## src/rtl/kcfr_pkg.sv

```systemverilog
// Shared types, constants and helper functions of the keyed command frame receiver.
package kcfr_pkg;

    localparam int FRAME_LEN = 4;
    localparam int TIMER_W   = 10;
    localparam logic [TIMER_W-1:0] TIMER_MAX = 10'd1023;
    localparam int UPG_LEN   = 9;

    localparam logic [TIMER_W-1:0] GAP_TIMEOUT_RST   = 10'd300;
    localparam logic [TIMER_W-1:0] PROMPT_PERIOD_RST = 10'd500;

    // Register indexes on the configuration port.
    localparam logic REG_GAP_TIMEOUT   = 1'b0;
    localparam logic REG_PROMPT_PERIOD = 1'b1;

    // Command codes carried in frame byte 1.
    localparam logic [7:0] CMD_CH1    = 8'h08;
    localparam logic [7:0] CMD_CH2    = 8'h0c;
    localparam logic [7:0] CMD_CH3    = 8'h12;
    localparam logic [7:0] CMD_HEATER = 8'h1c;

    // Action codes on the result channel.
    localparam logic [2:0] ACT_NONE   = 3'd0;
    localparam logic [2:0] ACT_CH1    = 3'd1;
    localparam logic [2:0] ACT_CH2    = 3'd2;
    localparam logic [2:0] ACT_CH3    = 3'd3;
    localparam logic [2:0] ACT_HEATER = 3'd4;

    // Key frame selector codes in frame byte 0.
    localparam logic [7:0] KSEL_B1 = 8'd1;
    localparam logic [7:0] KSEL_B2 = 8'd2;
    localparam logic [7:0] KSEL_B3 = 8'd3;

    typedef struct packed {
        logic       req_type;
        logic [7:0] rx_byte;
        logic       link_connected;
    } kcfr_item_t;

    typedef struct packed {
        logic [2:0] action;
        logic [7:0] action_value;
        logic       beep;
        logic       key_learned;
        logic       upgrade_request;
        logic       send_prompt;
    } kcfr_res_t;

    typedef struct packed {
        logic [TIMER_W-1:0] gap_timeout;
        logic [TIMER_W-1:0] prompt_period;
    } kcfr_cfg_t;

    // Characters of the upgrade text, indexed by the match position.
    function automatic logic [7:0] upg_char(input logic [3:0] idx);
        logic [7:0] c;
        case (idx)
            4'd0: c = "F";
            4'd1: c = "W";
            4'd2: c = "U";
            4'd3: c = "P";
            4'd4: c = "G";
            4'd5: c = "R";
            4'd6: c = "A";
            4'd7: c = "D";
            4'd8: c = "E";
            default: c = 8'h00;
        endcase
        return c;
    endfunction

    // Key weight of one selector bit; the largest total is 214, so 8 bits hold it.
    function automatic logic [7:0] key_weight(input logic [2:0] bitpos);
        logic [7:0] w;
        case (bitpos)
            3'd0: w = 8'd6;
            3'd1: w = 8'd9;
            3'd2: w = 8'd16;
            3'd3: w = 8'd25;
            3'd4: w = 8'd36;
            3'd5: w = 8'd49;
            3'd6: w = 8'd64;
            3'd7: w = 8'd9;
            default: w = 8'd0;
        endcase
        return w;
    endfunction

    function automatic logic [7:0] key_sum(input logic [7:0] sel);
        logic [7:0] s;
        s = 8'd0;
        for (int i = 0; i < 8; i++) begin
            if (sel[i]) begin
                s = s + key_weight(3'(i));
            end
        end
        return s;
    endfunction

endpackage

```

## src/rtl/keyed_command_frame_receiver.sv

```systemverilog
// Top level of the keyed command frame receiver: stream ports, input and result registers.
//
//  Channel   Direction  Handshake           Payload
//  s_        in         s_tvalid/s_tready   s_tuser: req_type; s_tdata: rx_byte, link_connected
//  m_        out        m_tvalid/m_tready   m_tuser: action; m_tdata: action_value and flags
//  APB       in/out     psel/penable        byte_gap_timeout_ms at 0x0, prompt_period_ms at 0x4
//
// Every input word gives exactly one result word. A word is held in the input register,
// is processed in a single pass against the receiver state, and lands in the result
// register; one word is taken every cycle while the result side is not stalled.
// The input register frees up whenever the result register is empty or being drained;
// a stalled result holds the next word back only once the input register is full too.
// Reset is synchronous and active low; it empties both registers, clears the frame,
// key, matcher and timers, and loads the register defaults (300 ms and 500 ms).
module keyed_command_frame_receiver import kcfr_pkg::*; (
    input  logic        aclk,
    input  logic        aresetn,
    input  logic        s_tvalid,
    output logic        s_tready,
    input  logic [15:0] s_tdata,   // [7:0] rx_byte, [8] link_connected, [15:9] zero
    input  logic        s_tuser,   // [0] req_type
    output logic        m_tvalid,
    input  logic        m_tready,
    output logic [15:0] m_tdata,   // [7:0] action_value, [8] beep, [9] key_learned,
                                   // [10] upgrade_request, [11] send_prompt, [15:12] zero
    output logic [2:0]  m_tuser,   // [2:0] action
    input  logic        psel,
    input  logic        penable,
    input  logic        pwrite,
    input  logic [2:0]  paddr,
    input  logic [31:0] pwdata,
    output logic [31:0] prdata,
    output logic        pready
);

    kcfr_cfg_t  cfg;
    kcfr_item_t in_item_reg;
    logic       in_vld_reg;
    kcfr_res_t  core_res;
    kcfr_res_t  out_res_reg;
    logic       out_vld_reg;
    logic       adv;
    logic       s_fire;

    kcfr_cfg u_cfg (
        .aclk    (aclk),
        .aresetn (aresetn),
        .psel    (psel),
        .penable (penable),
        .pwrite  (pwrite),
        .paddr   (paddr),
        .pwdata  (pwdata),
        .prdata  (prdata),
        .pready  (pready),
        .cfg     (cfg)
    );

    // The word in the input register moves on when the result register can take it.
    assign adv      = in_vld_reg && (!out_vld_reg || m_tready);
    assign s_tready = !in_vld_reg || adv;
    assign s_fire   = s_tvalid && s_tready;

    kcfr_core u_core (
        .aclk    (aclk),
        .aresetn (aresetn),
        .step    (adv),
        .item    (in_item_reg),
        .cfg     (cfg),
        .res     (core_res)
    );

    always_ff @(posedge aclk) begin
        if (!aresetn) begin
            in_vld_reg  <= 1'b0;
            out_vld_reg <= 1'b0;
        end else begin
            if (s_fire) begin
                in_vld_reg <= 1'b1;
            end else if (adv) begin
                in_vld_reg <= 1'b0;
            end
            if (adv) begin
                out_vld_reg <= 1'b1;
            end else if (m_tready) begin
                out_vld_reg <= 1'b0;
            end
        end
    end

    always_ff @(posedge aclk) begin
        if (s_fire) begin
            in_item_reg.req_type       <= s_tuser;
            in_item_reg.rx_byte        <= s_tdata[7:0];
            in_item_reg.link_connected <= s_tdata[8];
        end
        if (adv) begin
            out_res_reg <= core_res;
        end
    end

    assign m_tvalid = out_vld_reg;
    assign m_tuser  = out_res_reg.action;
    assign m_tdata  = {4'd0, out_res_reg.send_prompt, out_res_reg.upgrade_request,
                       out_res_reg.key_learned, out_res_reg.beep, out_res_reg.action_value};

endmodule

```

## src/rtl/kcfr_cfg.sv

```systemverilog
// Configuration register file behind the APB-style port.
module kcfr_cfg import kcfr_pkg::*; (
    input  logic        aclk,
    input  logic        aresetn,
    input  logic        psel,
    input  logic        penable,
    input  logic        pwrite,
    input  logic [2:0]  paddr,
    input  logic [31:0] pwdata,
    output logic [31:0] prdata,
    output logic        pready,
    output kcfr_cfg_t   cfg
);

    logic [TIMER_W-1:0] gap_timeout_reg;
    logic [TIMER_W-1:0] prompt_period_reg;
    logic               wr_en;
    logic               reg_sel;

    assign pready  = 1'b1;
    assign reg_sel = paddr[2];
    assign wr_en   = psel && penable && pwrite && pready;

    always_ff @(posedge aclk) begin
        if (!aresetn) begin
            gap_timeout_reg   <= GAP_TIMEOUT_RST;
            prompt_period_reg <= PROMPT_PERIOD_RST;
        end else if (wr_en) begin
            case (reg_sel)
                REG_GAP_TIMEOUT:   gap_timeout_reg   <= pwdata[TIMER_W-1:0];
                REG_PROMPT_PERIOD: prompt_period_reg <= pwdata[TIMER_W-1:0];
                default: ;
            endcase
        end
    end

    always_comb begin
        case (reg_sel)
            REG_GAP_TIMEOUT:   prdata = {22'd0, gap_timeout_reg};
            REG_PROMPT_PERIOD: prdata = {22'd0, prompt_period_reg};
            default:           prdata = 32'd0;
        endcase
    end

    assign cfg.gap_timeout   = gap_timeout_reg;
    assign cfg.prompt_period = prompt_period_reg;

endmodule

```

## src/rtl/kcfr_core.sv

```systemverilog
// Receiver state and the single-pass logic that turns one word into one result.
module kcfr_core import kcfr_pkg::*; (
    input  logic       aclk,
    input  logic       aresetn,
    input  logic       step,
    input  kcfr_item_t item,
    input  kcfr_cfg_t  cfg,
    output kcfr_res_t  res
);

    logic [1:0]         frame_count_reg, frame_count_next;
    logic [7:0]         frame_bytes_reg [FRAME_LEN-1];
    logic [TIMER_W-1:0] gap_timer_reg, gap_timer_next;
    logic               have_key_reg, have_key_next;
    logic [7:0]         session_key_reg, session_key_next;
    logic [3:0]         match_count_reg, match_count_next;
    logic [TIMER_W-1:0] prompt_timer_reg, prompt_timer_next;

    logic [TIMER_W-1:0] gap_inc, prompt_inc;
    logic               have_key_lnk;
    logic [1:0]         fc_eff;
    logic               store_byte;
    logic [7:0]         key_sel;
    logic               key_sel_ok;
    logic [10:0]        check_sum;
    logic               is_byte;

    assign is_byte = !item.req_type;

    always_comb begin
        gap_inc    = gap_timer_reg;
        prompt_inc = prompt_timer_reg;
        if (item.req_type && gap_timer_reg < TIMER_MAX) begin
            gap_inc = gap_timer_reg + 1'b1;
        end
        if (item.req_type && prompt_timer_reg < TIMER_MAX) begin
            prompt_inc = prompt_timer_reg + 1'b1;
        end

        have_key_lnk = item.link_connected && have_key_reg;

        // A long enough silence throws away a partial frame.
        fc_eff     = (gap_inc >= cfg.gap_timeout) ? 2'd0 : frame_count_reg;
        store_byte = is_byte && (fc_eff < 2'(FRAME_LEN - 1));

        case (frame_bytes_reg[0])
            KSEL_B1: begin key_sel = frame_bytes_reg[1]; key_sel_ok = 1'b1; end
            KSEL_B2: begin key_sel = frame_bytes_reg[2]; key_sel_ok = 1'b1; end
            KSEL_B3: begin key_sel = item.rx_byte;       key_sel_ok = 1'b1; end
            default: begin key_sel = 8'd0;               key_sel_ok = 1'b0; end
        endcase

        check_sum = 11'(frame_bytes_reg[1]) * 11'd3 + 11'(frame_bytes_reg[2]) * 11'd2;

        res               = '0;
        frame_count_next  = frame_count_reg;
        gap_timer_next    = gap_inc;
        have_key_next     = have_key_lnk;
        session_key_next  = session_key_reg;
        match_count_next  = match_count_reg;
        prompt_timer_next = prompt_inc;

        if (item.link_connected && !have_key_reg && prompt_inc >= cfg.prompt_period) begin
            prompt_timer_next = '0;
            res.send_prompt   = 1'b1;
        end

        if (is_byte) begin
            // The byte that breaks a partial match is not retried as a first character.
            if (match_count_reg < 4'(UPG_LEN) && item.rx_byte == upg_char(match_count_reg)) begin
                if (match_count_reg == 4'(UPG_LEN - 1)) begin
                    match_count_next    = 4'd0;
                    res.upgrade_request = 1'b1;
                end else begin
                    match_count_next = match_count_reg + 1'b1;
                end
            end else begin
                match_count_next = 4'd0;
            end

            gap_timer_next = '0;

            if (store_byte) begin
                frame_count_next = fc_eff + 1'b1;
            end else begin
                frame_count_next = 2'd0;
                if (have_key_lnk) begin
                    if (frame_bytes_reg[0] == session_key_reg
                            && {3'd0, item.rx_byte} == check_sum) begin
                        case (frame_bytes_reg[1])
                            CMD_CH1:    res.action = ACT_CH1;
                            CMD_CH2:    res.action = ACT_CH2;
                            CMD_CH3:    res.action = ACT_CH3;
                            CMD_HEATER: res.action = ACT_HEATER;
                            default:    res.action = ACT_NONE;
                        endcase
                        if (res.action != ACT_NONE) begin
                            res.action_value = frame_bytes_reg[2];
                            res.beep         = 1'b1;
                        end
                    end
                end else if (key_sel_ok) begin
                    session_key_next = key_sum(key_sel);
                    have_key_next    = 1'b1;
                    res.key_learned  = 1'b1;
                end
            end
        end
    end

    always_ff @(posedge aclk) begin
        if (!aresetn) begin
            frame_count_reg  <= 2'd0;
            gap_timer_reg    <= '0;
            have_key_reg     <= 1'b0;
            session_key_reg  <= 8'd0;
            match_count_reg  <= 4'd0;
            prompt_timer_reg <= '0;
        end else if (step) begin
            frame_count_reg  <= frame_count_next;
            gap_timer_reg    <= gap_timer_next;
            have_key_reg     <= have_key_next;
            session_key_reg  <= session_key_next;
            match_count_reg  <= match_count_next;
            prompt_timer_reg <= prompt_timer_next;
        end
    end

    // Frame bytes carry no reset; each is read only after this frame wrote it.
    always_ff @(posedge aclk) begin
        if (step && store_byte) begin
            frame_bytes_reg[fc_eff] <= item.rx_byte;
        end
    end

endmodule

```

## config.mk

```make
export PLATFORM = sky130hd
export DESIGN_NAME = keyed_command_frame_receiver
export DESIGN_NICKNAME = d
export VERILOG_FILES = /design/src/rtl/kcfr_pkg.sv /design/src/rtl/keyed_command_frame_receiver.sv /design/src/rtl/kcfr_cfg.sv /design/src/rtl/kcfr_core.sv
export SDC_FILE = /design/constraint.sdc
export NUM_CORES = 1
export LEC_CHECK = 0
export ABC_AREA = 0
export BUFFER_PORTS_ARGS = -buffer_cell sky130_fd_sc_hd__buf_2
export CAP_MARGIN = 20
export CELL_PAD_IN_SITES_DETAIL_PLACEMENT = 0
export CELL_PAD_IN_SITES_GLOBAL_PLACEMENT = 1
export CORE_ASPECT_RATIO = 0.75
export CORE_MARGIN = 5
export CORE_UTILIZATION = 48
export CTS_CLUSTER_DIAMETER = 80
export DETAILED_ROUTE_END_ITERATION = 16
export PLACE_DENSITY = 0.94
export SYNTH_ARGS = -nofsm -noshare
export SYNTH_HDL_FRONTEND = slang
export SYNTH_HIERARCHICAL = 1
export SYNTH_SLANG_ARGS = --single-unit
```

## constraint.sdc

```tcl
create_clock -name aclk -period 12.45 [get_ports aclk]
set_clock_uncertainty 0.05 [all_clocks]
set_input_delay 0.6225 -clock aclk [delete_from_list [all_inputs] [get_ports aclk]]
set_output_delay 0.6225 -clock aclk [all_outputs]
set_load 0.1 [all_outputs]
```

Word level (Yosys, flattened, before mapping)
Memory sizes are Yosys's and may differ from the RTL's. A register that Yosys moved wholly into a read port is not among the register bits.
Index checks and enable logic that the tools add are counted.
{"block": "totals", "register_bits": 82, "ramBits": 24, "mem_bits_ro": 80, "n_memories": 2, "out_inout_bits": 54}
{"block": "op_classes", "n_reduce_logical": 31, "mux": 103, "eq_ne": 11, "n_mul": 1, "order_cmp": 6, "addsub": 12, "n_bitwise": 7}
{"name": "(no name shown)", "words": 16, "width": 5, "read_ports": 1, "rd_clocked_by_memory_dff": 1, "write_ports": 0, "line": "kcfr_pkg.sv:57", "rtl": "case (idx)"}
{"name": "u_core.frame_bytes_reg", "words": 3, "width": 8, "read_ports": 3, "rd_clocked_by_memory_dff": 0, "write_ports": 1, "line": "kcfr_core.sv:12", "rtl": "logic [7:0] frame_bytes_reg [FRAME_LEN-1];"}
{"cell": "two-way mux 8 bit", "n": 71}
{"cell": "one-hot mux 32 bit (2 select lines)", "n": 1}
{"cell": "adder 8 bit", "n": 7}
{"cell": "two-way mux 10 bit", "n": 4}
{"cell": "one-hot mux 8 bit (3 select lines)", "n": 1}
{"cell": "adder 10 x 1 -> 10 bit (second input constant)", "n": 2}
{"cell": "greater-or-equal comparator 10 bit", "n": 2}
{"cell": "less-than comparator 10 bit (second input constant)", "n": 2}
{"cell": "== test 8 x 2 -> 1 bit (second input constant)", "n": 2}
{"cell": "== test 8 x 4 -> 1 bit (second input constant)", "n": 2}
{"cell": "== test 8 x 5 -> 1 bit (second input constant)", "n": 2}
{"cell": "== test 8 bit", "n": 2}
{"cell": "two-way mux 4 bit", "n": 4}
{"cell": "two-way mux 3 bit", "n": 5}
{"cell": "two-way mux 1 bit", "n": 14}
{"cell": "logical AND 1 bit", "n": 13}
{"cell": "one-hot mux 3 bit (4 select lines)", "n": 1}
{"cell": "adder 10 x 9 -> 11 bit", "n": 1}
{"cell": "== test 8 x 11 -> 1 bit", "n": 1}
{"cell": "multiplier 8 x 2 -> 10 bit (second input constant)", "n": 1}
{"cell": "== test 8 x 1 -> 1 bit (second input constant)", "n": 1}
{"cell": "NOT 1 bit", "n": 7}
{"cell": "AND reduction 2 bit", "n": 3}
{"cell": "OR reduction 3 bit", "n": 2}
{"cell": "other kinds (14)", "n": 20}

Depth between registers and ports, before layout
{"block": "depth", "ltp_word": 47, "mapped_depth": 23}

By module
Netlist, hierarchy kept.
{"module": "kcfr_core", "area_per_inst_um2": 5286.3, "cells_per_inst": 617, "n_inst": 1}
{"module": "kcfr_cfg", "area_per_inst_um2": 1134.8, "cells_per_inst": 119, "n_inst": 1}
{"module": "keyed_command_frame_receiver", "area_per_inst_um2": 888.4, "cells_per_inst": 39, "n_inst": 1}

Worst setup path after synthesis
Ideal clock, no wire load.
{"block": "synth_timing", "kind": "reg2reg", "from": "reg u_core.gap_timer_reg[0]", "to": "reg u_core.session_key_reg[1]", "path_slack_ns": 6.943, "t_required_ns": 12.272, "stages_incl_launch_ff": 23, "arrival_time_ns": 5.329, "cell_sequence": "dfxtp_1 -> ha_1 -> and3_1 -> and3_1 -> a31oi_1 -> mux2_2 -> ha_1 -> a21o_1 -> a21o_1 -> a21o_1 -> a21o_1 -> a2111oi_0 -> nor4b_1 -> o21a_1 -> nor3b_1 -> ha_1 -> nor2b_1 -> o21ai_0 -> or3_1 -> a21oi_1 -> clkbuf_1 -> mux2i_1 -> nor2_1"}
{"block": "synth_via", "elab_chain_cells": 9}
{"item": "from (decl)", "line": "kcfr_core.sv:13", "rtl": "logic [TIMER_W-1:0] gap_timer_reg, gap_timer_next;"}
{"item": "from (signal assigned)", "line": "kcfr_core.sv:121", "rtl": "gap_timer_reg <= gap_timer_next;"}
{"item": "less-than comparator 10 bit", "line": "kcfr_core.sv:33", "rtl": "if (item.req_type && gap_timer_reg < TIMER_MAX) begin"}
{"item": "logical AND 1 bit", "line": "kcfr_core.sv:33"}
{"item": "two-way mux 10 bit *", "line": "kcfr_core.sv:33"}
{"item": "greater-or-equal comparator 10 bit *", "line": "kcfr_core.sv:43", "rtl": "fc_eff = (gap_inc >= cfg.gap_timeout) ? 2'd0 : frame_count_reg;"}
{"item": "two-way mux 2 bit *", "line": "kcfr_core.sv:43"}
{"item": "less-than comparator 2 bit *", "line": "kcfr_core.sv:44", "rtl": "store_byte = is_byte && (fc_eff < 2'(FRAME_LEN - 1));"}
{"item": "logical AND 1 bit *", "line": "kcfr_core.sv:44"}
{"item": "NOT 1 bit (no line) *"}
{"item": "AND reduction 5 bit (no line) *"}
{"item": "to (signal assigned)", "line": "kcfr_core.sv:123", "rtl": "session_key_reg <= session_key_next;"}
{"item": "to (decl)", "line": "kcfr_core.sv:15", "rtl": "logic [7:0] session_key_reg, session_key_next;"}
Mark *: on every way between the ends. The rest lies on a longest branch, timed or not.
A chain may end at the register's enable or synchronous reset.

Worst setup path after layout
{"block": "layout_timing", "from": "reg u_core.gap_timer_reg[0]", "to": "reg u_core.session_key_reg[7]"}
The elaborated chain is that of the path after synthesis.

==> summary.txt <==
Placement
  • Post-placement setup slack: 5.82 ns
  • Port buffer count: 54
  • Dpl hpwl: 11.8 mm
  • GP Congestion: 0.846

Layout
  • Max FFs per register: 24
  • Area Growth Syn to Fin: 9.09%
  • Finished Core Util: 0.529
  • Commonest non-fill, non-tap cell in the layout: nand2_1
  • Ant. Diodes: 0
  • Share of cells above drive strength 1: 0.121
  • Most frequent cells in the layout: nand2_1, dfxtp_1, buf_2, ha_1
  • Fill cell count: 1369
  • NumNets Final: 933

Timing
  • Tcrit/Tclk final: 0.543
  • Worst hold slack: 0.392 ns
  • Worst Tran Pin Value: about 1.1 ns
  • Final hold viol count: 0
  • Fmax: approximately 150 MHz
  • Setup violators final: 0
  • Setup TNS: 0 ns
  • Final min period: roughly 6.8 ns
  • Unrepaired setup endpoints after global routing: false
  • Post-route worst setup slack: roughly 5.7 ns
  • Slew Limit Headroom: 0.300
  • Max-slew violations: 0

Worst setup path
  • Max stage delay on crit path: 0.82 ns
  • CP Launch Type: flop
  • CP Max Fanout: 12
  • Most used cell, CP: a21o_1
  • Buffers & Inverters on Critical Path: 0
  • Critical-path cell list: ha_1 -> and3_1 -> and3_1 -> a31oi_1 -> mux2_2 -> ha_1 -> a21o_1 -> a21o_1 -> a21o_1 -> a21o_1 -> a2111oi_0 -> nor4b_1 -> o21a_1 -> nor3b_1 -> ha_1 -> nor2b_1 -> o21ai_0 -> or3_1 -> a21oi_1 -> o21ai_0 -> a31oi_1 -> a21oi_1
  • Worst setup path category: flop to flop
  • Slowest-stage cell, CP: a21oi_1
  • Crit path max-delay family: compound AO/OA/AOI/OAI gates
  • WP data arrival: between 6 and 7 ns
  • Worst EP required: 12.64 ns
  • Setup crit end kind: flop

CTS
  • Post-CTS setup buffer count: 0
  • CTS Root Cell: clkbuf_16
  • CTS tree: yes
  • CTS buffer count: 9
  • Resized cells post-CTS: 0
  • Hold_buf cts: 0
  • Worst skew pair latency: 0.35 ns
  • Clock sink count: between 100 and 150
  • Clock slew at reported path FFs: 0.07 ns
  • Htree depth: 3
  • CTS Buffer Depth: 2

Detailed routing
  • Drt first pass iters: 5
  • Post-Route WL: 15.9 mm
  • Via density: 5.42
  • DR iter-0 viols: between 300 and 400
  • Post-route DRC: 0
  • Post-detailed-route count of antenna-violating nets: 0
  • Via count: approximately 5500
  • Drt wl/cell: 15.5 um

GRT
  • Initial antenna violation count: 0
  • Met3 usage: 0.0301
  • GRT busiest layer: met2
  • First-pass GRT wire length: 26.1 mm
  • Largest net degree at the start of global routing: 52
  • Met2 Usage GRT: 0.280
  • Vias in the first global route: ~5200
  • Met1 Use GR: 0.264
  • GRT overflow: 0
  • Tot GR Track Use: 0.181

Pwr
  • Leak: about 0.0033 uW
  • Pwr Total: between 800 and 900 uW
  • VDD IR max: 0.0699 mV
  • P per Cell Area: approximately 110 mW/mm2

Min path
  • Min-delay worst type: primary input to flop

Synth
  • Synth Register Bits: 111
  • Post-synth EDFFs: 49
  • Top FF cell, synth: dfxtp_1
  • Synth Instances: 775
  • Asr flop ratio synth: 0
  • Synth warn: 6
  • Syn_area_per_cell: 9.43 um2
  • Yosys cell types: 67
  • Sequential share of the synthesized area: 0.371
  • Mapped Area: ~0.0073 mm2

Die
  • Die width: between 150 and 200 um
  • IO Pins: 113
  • DIE HEIGHT: 117 um
  • Core ar.: roughly 0.015 mm2
  • Core Rows: 39
  • Initial Util: 0.485
  • Die area: 0.0178 mm2

Run
  • Max Cap Viol: 0

Status
  • Status: completed
## cells by family after synthesis
| group | Yosys count | share of synthesized area |
|---|---|---|
| and+or+nand+nor | 247 | 0.173 |
| other | 3 | 0.00154 |
| adders and majority gates | 61 | 0.112 |
| xor gates and xnor gates | 56 | 0.0671 |
| AOI/OAI and AO/OA | 144 | 0.131 |
| muxes | 50 | 0.0733 |
| buffers and inverters | 103 | 0.0705 |
| DFF | 111 | 0.371 |
## cell usage after synthesis, drive strengths merged (2+ instances only)
master / number / area share
a2111oi: 3 / 0.0036
a211o: 3 / 0.0036
a211oi: 9 / 0.0099
a21o: 14 / 0.014
a21oi: 41 / 0.028
a22o: 2 / 0.0036
a22oi: 4 / 0.0048
a31o: 2 / 0.0024
a31oi: 7 / 0.0060
and2: 13 / 0.011
and3: 8 / 0.0068
buf: 38 / 0.037
clkbuf: 16 / 0.0082
conb: 3 / 0.0015
dfxtp: 62 / 0.17
edfxtp: 49 / 0.20
fa: 8 / 0.022
ha: 52 / 0.089
inv: 49 / 0.025
mux2: 15 / 0.024
mux2i: 35 / 0.050
nand2: 79 / 0.041
nand2b: 5 / 0.0043
nand3: 25 / 0.017
nand3b: 2 / 0.0038
nand4: 15 / 0.013
nor2: 35 / 0.018
nor2b: 25 / 0.022
nor3: 17 / 0.012
nor3b: 6 / 0.0062
nor4: 2 / 0.0017
nor4b: 4 / 0.0048
o2111ai: 6 / 0.0072
o211ai: 8 / 0.0082
o21a: 5 / 0.0051
o21ai: 25 / 0.017
o311ai: 4 / 0.0048
o31ai: 2 / 0.0021
or3: 4 / 0.0034
or4: 3 / 0.0031
xnor2: 43 / 0.052
xor2: 13 / 0.016
## metrics by stage
stage | cells | area [um2]
3_5_place_dp | 1008 | 7630
2_1_floorplan | 799 | 7400
4_1_cts | 1024 | 7970
6_report | 1024 | 7970
3_3_place_gp | 1008 | 7630
5_1_grt | 1024 | 7970
## area by class of cell
type                    count  area, um2  share of cell area
repair buffers             58        300              0.0377
clock buffers              10        239              0.0300
flip-flops and latches    111       2710               0.340
clock inverters             6        108              0.0135
multi-input cells         585       4170               0.523
well taps                 205        256              0.0322
inverters                  49        184              0.0231
## power by group
part / total (uW) / switching, uW / internal, uW
clock network: 331 / 130 / 201
registers: 397 / 9.79 / 388
logic: 117 / 92.0 / 24.7
total: 845 / 232 / 614
## metal layers
| metal | vias to the layer above | wire (um) |
|---|---|---|
| li1 | 2775 | - |
| met1 | 2617 | 7840 |
| met2 | 134 | 6980 |
| met3 | 22 | 764 |
| met4 | 0 | 264 |
| met5 | - | 0 |
## final timing paths
kind,start,end,slack [ns],depth (start not counted)
hold reg to reg,u_cfg/gap_timeout_reg[1]$_SDFFE_PN0P_,u_cfg/gap_timeout_reg[1]$_SDFFE_PN0P_,0.43,2
setup reg to reg,u_core/gap_timer_reg[0]$_SDFFE_PN0P_,u_core/session_key_reg[7]$_SDFFE_PN0P_,5.69,22
hold / removal,s_tdata[6],in_item_reg[7]$_DFFE_PP_,0.39,1
setup / recovery,u_core/gap_timer_reg[0]$_SDFFE_PN0P_,u_core/session_key_reg[7]$_SDFFE_PN0P_,5.69,22
No activity file was read; power rests on OpenSTA's default activity.
